File: src/hw/rtl/sida_pkg.sv
`timescale 1ns / 1ps
package sida_pkg;

  localparam int VALUE_WIDTH_DEF = 32;
  localparam int QUEUE_DEPTH     = 2;
  localparam int CALC_W          = 64;
  localparam int MAX_POW         = 19;

  localparam logic [5:0] CHAR_MINUS = 6'd45;
  localparam logic [5:0] CHAR_ZERO  = 6'd48;

  // 10^k, k = 0..19; all fit in 64 unsigned bits
  function automatic logic [CALC_W-1:0] pow10(input int k);
    logic [CALC_W-1:0] p;
    case (k)
      0:  p = 64'd1;
      1:  p = 64'd10;
      2:  p = 64'd100;
      3:  p = 64'd1000;
      4:  p = 64'd10000;
      5:  p = 64'd100000;
      6:  p = 64'd1000000;
      7:  p = 64'd10000000;
      8:  p = 64'd100000000;
      9:  p = 64'd1000000000;
      10: p = 64'd10000000000;
      11: p = 64'd100000000000;
      12: p = 64'd1000000000000;
      13: p = 64'd10000000000000;
      14: p = 64'd100000000000000;
      15: p = 64'd1000000000000000;
      16: p = 64'd10000000000000000;
      17: p = 64'd100000000000000000;
      18: p = 64'd1000000000000000000;
      19: p = 64'd10000000000000000000;
      default: p = '0;
    endcase
    return p;
  endfunction

  // decimal digits needed for the largest magnitude, 2^(w-1)
  function automatic int num_digits(input int w);
    int n;
    logic [CALC_W-1:0] top;
    n   = 1;
    top = 64'd1 << (w - 1);
    for (int k = 1; k <= MAX_POW; k++) begin
      if (pow10(k) <= top) n = k + 1;
    end
    return n;
  endfunction

endpackage

File: src/hw/rtl/signed_int_to_decimal_ascii.sv
`timescale 1ns / 1ps
// Signed integer to decimal ASCII text. Each input item is a VALUE_WIDTH-bit two's
// complement value; the output is its text, one character per item: an optional
// minus sign, then the digits most significant first with no leading zeros (zero
// gives "0"), tlast on the final character. The output carries one character per
// cycle while out_tready is high; a text has 1 to 11 characters at the default
// width (sign plus ten digits), up to 20 at 64 bits. The back end extracts one
// digit per cycle when not stalled, comparing the remainder with the nine multiples
// of the current power of ten. The front end registers sign and magnitude, finds the
// leading digit position, and hands the item on through a two-entry queue, so new
// values are taken while earlier text is still going out. A value passes the front
// register, the queue and the back-end state before reaching the output register.
module signed_int_to_decimal_ascii import sida_pkg::*; #(
  parameter int VALUE_WIDTH = VALUE_WIDTH_DEF
) (
  input  logic                                clk,
  input  logic                                rst_n,
  input  logic                                in_tvalid,
  output logic                                in_tready,
  input  logic [((VALUE_WIDTH+7)/8)*8-1:0]    in_tdata,   // [VALUE_WIDTH-1:0] value
  output logic                                out_tvalid,
  input  logic                                out_tready,
  output logic [7:0]                          out_tdata,  // [5:0] ascii_char
  output logic                                out_tlast   // is_last
);

  localparam int NDIG = num_digits(VALUE_WIDTH);
  localparam int POSW = $clog2(NDIG);
  localparam int EW   = 1 + POSW + VALUE_WIDTH;

  logic          push, q_full, pop, q_valid;
  logic [EW-1:0] push_data, q_data;
  logic [5:0]    out_char;

  sida_front #(.VALUE_WIDTH(VALUE_WIDTH)) u_front (
    .clk       (clk),
    .rst_n     (rst_n),
    .in_valid  (in_tvalid),
    .in_ready  (in_tready),
    .in_value  (in_tdata[VALUE_WIDTH-1:0]),
    .push      (push),
    .q_full    (q_full),
    .push_data (push_data)
  );

  sida_queue #(.DW(EW), .DEPTH(QUEUE_DEPTH)) u_queue (
    .clk       (clk),
    .rst_n     (rst_n),
    .push      (push),
    .push_data (push_data),
    .full      (q_full),
    .pop       (pop),
    .q_valid   (q_valid),
    .q_data    (q_data)
  );

  sida_back #(.VALUE_WIDTH(VALUE_WIDTH)) u_back (
    .clk       (clk),
    .rst_n     (rst_n),
    .q_valid   (q_valid),
    .q_data    (q_data),
    .pop       (pop),
    .out_valid (out_tvalid),
    .out_ready (out_tready),
    .out_char  (out_char),
    .out_last  (out_tlast)
  );

  assign out_tdata = {2'b00, out_char};

endmodule

File: src/hw/rtl/sida_front.sv
`timescale 1ns / 1ps
module sida_front import sida_pkg::*; #(
  parameter int VALUE_WIDTH = VALUE_WIDTH_DEF,
  localparam int NDIG = num_digits(VALUE_WIDTH),
  localparam int POSW = $clog2(NDIG),
  localparam int EW   = 1 + POSW + VALUE_WIDTH
) (
  input  logic                   clk,
  input  logic                   rst_n,
  input  logic                   in_valid,
  output logic                   in_ready,
  input  logic [VALUE_WIDTH-1:0] in_value,
  output logic                   push,
  input  logic                   q_full,
  output logic [EW-1:0]          push_data
);

  logic                   s1_v_r;
  logic                   s1_neg_r;
  logic [VALUE_WIDTH-1:0] s1_mag_r;
  logic [POSW-1:0]        msd_pos;
  logic [CALC_W-1:0]      mag_ext;

  assign push     = s1_v_r && !q_full;
  assign in_ready = !s1_v_r || !q_full;

  always_ff @(posedge clk) begin
    if (!rst_n) begin
      s1_v_r <= 1'b0;
    end else if (in_ready) begin
      s1_v_r <= in_valid;
    end
  end

  // magnitude in unsigned arithmetic; the most negative value maps to 2^(W-1)
  always_ff @(posedge clk) begin
    if (in_ready && in_valid) begin
      s1_neg_r <= in_value[VALUE_WIDTH-1];
      s1_mag_r <= in_value[VALUE_WIDTH-1] ? (~in_value + 1'b1) : in_value;
    end
  end

  // position of the most significant digit: count of powers 10^k, k >= 1, <= magnitude
  always_comb begin
    mag_ext = CALC_W'(s1_mag_r);
    msd_pos = '0;
    for (int k = 1; k < NDIG; k++) begin
      if (mag_ext >= pow10(k)) msd_pos = msd_pos + POSW'(1);
    end
  end

  assign push_data = {s1_neg_r, msd_pos, s1_mag_r};

endmodule

File: src/hw/rtl/sida_queue.sv
`timescale 1ns / 1ps
module sida_queue import sida_pkg::*; #(
  parameter int DW    = 8,
  parameter int DEPTH = QUEUE_DEPTH,
  localparam int PW   = (DEPTH > 1) ? $clog2(DEPTH) : 1,
  localparam int CW   = $clog2(DEPTH + 1)
) (
  input  logic          clk,
  input  logic          rst_n,
  input  logic          push,
  input  logic [DW-1:0] push_data,
  output logic          full,
  input  logic          pop,
  output logic          q_valid,
  output logic [DW-1:0] q_data
);

  logic [DW-1:0] slot_r [DEPTH];
  logic [PW-1:0] wr_ptr_r, rd_ptr_r;
  logic [CW-1:0] cnt_r;

  assign full    = (cnt_r == CW'(DEPTH));
  assign q_valid = (cnt_r != '0);
  assign q_data  = slot_r[rd_ptr_r];

  always_ff @(posedge clk) begin
    if (!rst_n) begin
      wr_ptr_r <= '0;
      rd_ptr_r <= '0;
      cnt_r    <= '0;
    end else begin
      if (push) begin
        wr_ptr_r <= (wr_ptr_r == PW'(DEPTH - 1)) ? '0 : wr_ptr_r + 1'b1;
      end
      if (pop) begin
        rd_ptr_r <= (rd_ptr_r == PW'(DEPTH - 1)) ? '0 : rd_ptr_r + 1'b1;
      end
      if (push && !pop) begin
        cnt_r <= cnt_r + 1'b1;
      end else if (pop && !push) begin
        cnt_r <= cnt_r - 1'b1;
      end
    end
  end

  always_ff @(posedge clk) begin
    if (push) slot_r[wr_ptr_r] <= push_data;
  end

endmodule

File: src/hw/rtl/sida_back.sv
`timescale 1ns / 1ps
module sida_back import sida_pkg::*; #(
  parameter int VALUE_WIDTH = VALUE_WIDTH_DEF,
  localparam int NDIG = num_digits(VALUE_WIDTH),
  localparam int POSW = $clog2(NDIG),
  localparam int EW   = 1 + POSW + VALUE_WIDTH
) (
  input  logic          clk,
  input  logic          rst_n,
  input  logic          q_valid,
  input  logic [EW-1:0] q_data,
  output logic          pop,
  output logic          out_valid,
  input  logic          out_ready,
  output logic [5:0]    out_char,
  output logic          out_last
);

  logic                   busy_r, busy_nxt;
  logic                   neg_r, neg_nxt;
  logic [POSW-1:0]        pos_r, pos_nxt;
  logic [VALUE_WIDTH-1:0] rem_r, rem_nxt;
  logic                   out_v_r, out_v_nxt;
  logic [5:0]             char_r, char_nxt;
  logic                   last_r, last_nxt;

  logic                   adv;
  logic                   fin;
  logic [3:0]             digit;
  logic [CALC_W-1:0]      sub;
  logic [CALC_W-1:0]      rem_ext;
  logic [CALC_W-1:0]      p;
  logic [CALC_W-1:0]      thr;

  assign out_valid = out_v_r;
  assign out_char  = char_r;
  assign out_last  = last_r;

  assign adv = !out_v_r || out_ready;
  assign fin = busy_r && !neg_r && (pos_r == '0);
  assign pop = adv && (!busy_r || fin) && q_valid;

  // digit at pos_r: largest j with j*10^pos <= remainder
  always_comb begin
    rem_ext = CALC_W'(rem_r);
    p       = pow10(int'(pos_r));
    digit   = '0;
    sub     = '0;
    thr     = '0;
    for (int j = 1; j <= 9; j++) begin
      thr = CALC_W'(j) * p;
      if (rem_ext >= thr) begin
        digit = 4'(j);
        sub   = thr;
      end
    end
  end

  always_comb begin
    busy_nxt  = busy_r;
    neg_nxt   = neg_r;
    pos_nxt   = pos_r;
    rem_nxt   = rem_r;
    out_v_nxt = out_v_r;
    char_nxt  = char_r;
    last_nxt  = last_r;
    if (adv) begin
      out_v_nxt = busy_r;
      if (busy_r) begin
        if (neg_r) begin
          char_nxt = CHAR_MINUS;
          last_nxt = 1'b0;
          neg_nxt  = 1'b0;
        end else begin
          char_nxt = CHAR_ZERO + 6'(digit);
          last_nxt = (pos_r == '0);
          rem_nxt  = rem_r - VALUE_WIDTH'(sub);
          if (pos_r == '0) begin
            busy_nxt = 1'b0;
          end else begin
            pos_nxt = pos_r - 1'b1;
          end
        end
      end
      // next item loads in the same cycle the previous one's last character goes out
      if (pop) begin
        busy_nxt = 1'b1;
        {neg_nxt, pos_nxt, rem_nxt} = q_data;
      end
    end
  end

  always_ff @(posedge clk) begin
    if (!rst_n) begin
      busy_r  <= 1'b0;
      out_v_r <= 1'b0;
    end else begin
      busy_r  <= busy_nxt;
      out_v_r <= out_v_nxt;
    end
  end

  always_ff @(posedge clk) begin
    neg_r  <= neg_nxt;
    pos_r  <= pos_nxt;
    rem_r  <= rem_nxt;
    char_r <= char_nxt;
    last_r <= last_nxt;
  end

endmodule

File: config.mk
export PLATFORM = sky130hd
export DESIGN_NAME = signed_int_to_decimal_ascii
export DESIGN_NICKNAME = d
export VERILOG_FILES = /design/src/hw/rtl/sida_pkg.sv /design/src/hw/rtl/signed_int_to_decimal_ascii.sv /design/src/hw/rtl/sida_front.sv /design/src/hw/rtl/sida_queue.sv /design/src/hw/rtl/sida_back.sv
export SDC_FILE = /design/constraint.sdc
export NUM_CORES = 1
export LEC_CHECK = 0
export ABC_CLOCK_PERIOD_IN_PS = 12100
export BUFFER_PORTS_ARGS = -buffer_cell sky130_fd_sc_hd__buf_2
export CAP_MARGIN = 20
export CORE_MARGIN = 3
export CORE_UTILIZATION = 35
export CTS_BUF_LIST = sky130_fd_sc_hd__clkbuf_4 sky130_fd_sc_hd__clkbuf_8
export DETAILED_ROUTE_END_ITERATION = 10
export SETUP_SLACK_MARGIN = 0.02
export SYNTH_ARGS = -nofsm -noshare
export SYNTH_HDL_FRONTEND = slang
export SYNTH_SLANG_ARGS = --single-unit
File: constraint.sdc
create_clock -name clk -period 12.1 [get_ports clk]
set_input_delay 2.42 -clock clk [delete_from_list [all_inputs] [get_ports clk]]
set_output_delay 2.42 -clock clk [all_outputs]
set_load 0.05 [all_outputs]
==> run metrics <==
Die Y=304.2 µm; Mapped Avg Cell Area=between 8 and 9 µm²; Synth async-reset ratio=0%; routability congestion estimate=about 0.96; highest clock rate=about 90 MHz; Final Hold Vio Count=0; area leader, netlist=ha_1; CTS tree=built; most frequent cells after synthesis=ha_1 (583), a21oi_1 (285), nand2_1 (259), o21ai_0 (237), nor2_1 (235); clk_skew=0.04844 ns; Cells after Synth=3699; Final setup viols=0; synth unique cells=100; total gr overflow=0; worst hold start=u_front.s1_neg_r; initial antenna violation count=4; DRT antenna net count=0; First-pass DRT Iterations=6; starting density of the core=35.61%; hold crit path type=flop to flop; RSZ-0062 raised after global routing=false; share of the synthesized area in the top cell type=23.43%; worst-margin pin slew=between 0.9 and 1 ns; min cycle time layout=11.26 ns; status=complete, no violations; clock buffer depth=3; Die ar.=92560 µm²; worst skew pair latency=between 0.6 and 0.7 ns; worst stage delay on the critical path=0.73 ns; DR WL/cell=21.49 µm; Final Core Density=38.56%; Sink Count=201; period utilisation layout=about 93%; CP startpoint=u_back.p[1]; final wirelength=around 110 mm; area growth from synthesis to final layout=8.284%; IO Pins=47; register area share after synthesis=between 10% and 20%; Routed met1 length=47.22 mm; CP max stage cell=or4_1; share of layout cells above drive strength 1=under 10%; Slew Limit Headroom=a little over a third; ys flop type=edfxtp_1; global-route wire length before repair=~160 mm; HPWL after DPL=85.89 mm; Worst setup SP type=flop; worst hold slack=0.4543 ns; Critical Path Most Common Cell=a21oi_1; Horiz. Die Dim=304.2 µm; Seq cells post-synth=roughly 200; CP Capture Type=flop; register clock-pin slew on the reported worst setup and hold paths=about 0.06 ns; Synth Cell Area=31130 µm²; # port buffers=43; metal2 WL=46.88 mm; CP arrival=11.58 ns; root buffer cell=clkbuf_8; Vias/cell=approximately 6.0; number of placed instances, taps included=4847; row cnt=108; TritonCTS Buffers=38; global-route usage over all layers=22.01%; DRC=0; vias in the first global route=28404; routed wl met3=7.957 mm; setup_tns=0 ns; CP Max Fanout=18; most common cell in the netlist=ha_1; RR Startpoint=u_back.p[1]; Top Layer Used=met5; Finished Layout Cells=just under 5000; Yosys Warn Count=0; fin. max-slew vios=0; MaxCap Viol Count=0; Iter 0 DRT Violations=2433; top cells by area, synth=ha_1 (23%), edfxtp_1 (14%), a21oi_1 (4.6%), a21o_1 (4.4%), o21ai_0 (3.8%); largest net degree at the start of global routing=47; # nets final=4398; critical path type=flop to flop; core box area=87430 µm²; H-tree levels=2; Worst Path Required=12.42 ns; via count=about 29000; number of flops mapped to enable cells by yosys=150
==> area by class of cell <==
class,count,area [µm²]
Antenna cell,1,2.502
Clock buffer,49,624.3
Clock inverter,21,166.4
Fill cell,8903,53720
Inverter,167,626.9
Multi-Input combinational cell,3214,24580
Sequential cell,201,5527
Tap cell,1155,1445
Timing Repair Buffer,111,738.2
==> layer usage <==
metal | global-route usage [%] | vias up
met1 | 30.59 | 14010
met2 | 35.27 | 1113
li1 | - | 14130
met3 | 2.937 | 173
met4 | 7.054 | 4
met5 | 0 | -
==> timing repair <==
action | 4_1_cts | 5_1_grt
buffers inserted | 0 | 0
hold buffers | 0 | 0
endpoints found under the hold margin | 0 | 0
endpoints found under the setup margin | 0 | 1
gates resized for setup | 0 | 1
==> path summary, 6_finish.rpt <==
path | slack [ns] | to | cells after the start
worst max-delay path | 0.84 | u_back.rem_r[31] | 44
worst min-delay path | 0.45 | u_queue.slot_r[1][36] | 0
worst min register to register | 0.45 | u_queue.slot_r[1][36] | 0
worst max register to register | 0.84 | u_back.rem_r[31] | 44
==> sequential cells by signal, indices dropped and copies added (netlist names), named ones only <==
signal / flops
u_front.s1_mag_r: 32
u_back.out_last: 1
u_back.busy_r: 1
u_queue.rd_ptr_r: 1
u_front.s1_neg_r: 1
u_back.out_valid: 1
u_back.p: 43
u_queue.cnt_r: 2
u_queue.slot_r: 74
u_back.pos_r: 4
u_back.neg_r: 1
u_front.s1_v_r: 1
u_back.out_char: 5
u_back.rem_r: 32
u_queue.wr_ptr_r: 1
==> cell families after synthesis <==
kind of cell    count (synthesis)  share of synthesized area, %
compound gates               1219                         26.04
buf+inv                       285                         3.533
simple gates                 1072                         17.48
flops                         201                         17.75
fa+ha+maj                     632                         26.49
other cells                     2                       0.02412
mux                            77                         2.540
xor+xnor                      211                         6.141
==> through the flow <==
step | setup WS [ns] | cell area [µm²]
2_1_floorplan | 2.984 | 31130
3_3_place_gp | 1.039 | 32890
3_5_place_dp | 0.8287 | 32890
4_1_cts | 0.7299 | 33680
5_1_grt | 0.1677 | 33710
6_report | 0.8409 | 33710
==> critical path, delay by kind of cell (launching register included) <==
kind,cells,cell delay (ns)
muxes,1,0.13
AOI/OAI and AO/OA,21,4.50
DFF,1,0.69
and+or+nand+nor,11,2.75
adders and majority gates,4,1.64
xor gates and xnor gates,2,0.27
buffers and inverters,5,1.00
==> placed cells by master (no fill, tap or decap), types with 47 or more instances in the layout <==
master and count:
nor3_1 54, nor2b_1 78, xor2_1 74, a211oi_1 47, ha_1 583, o211ai_1 50, o21a_1 63, o21ai_0 236
and3_1 48, xnor2_1 132, nand2_1 259, a21oi_1 284, buf_4 67, a31oi_1 54, inv_1 166, nand2b_1 62
a21o_1 184, nor2_1 234, edfxtp_1 150, mux2i_1 61, nand4_1 80, dfxtp_1 50, nand3_1 86
Power is not shown: default switching activity piles up to over one toggle a cycle in this logic, so the estimate is an artifact.
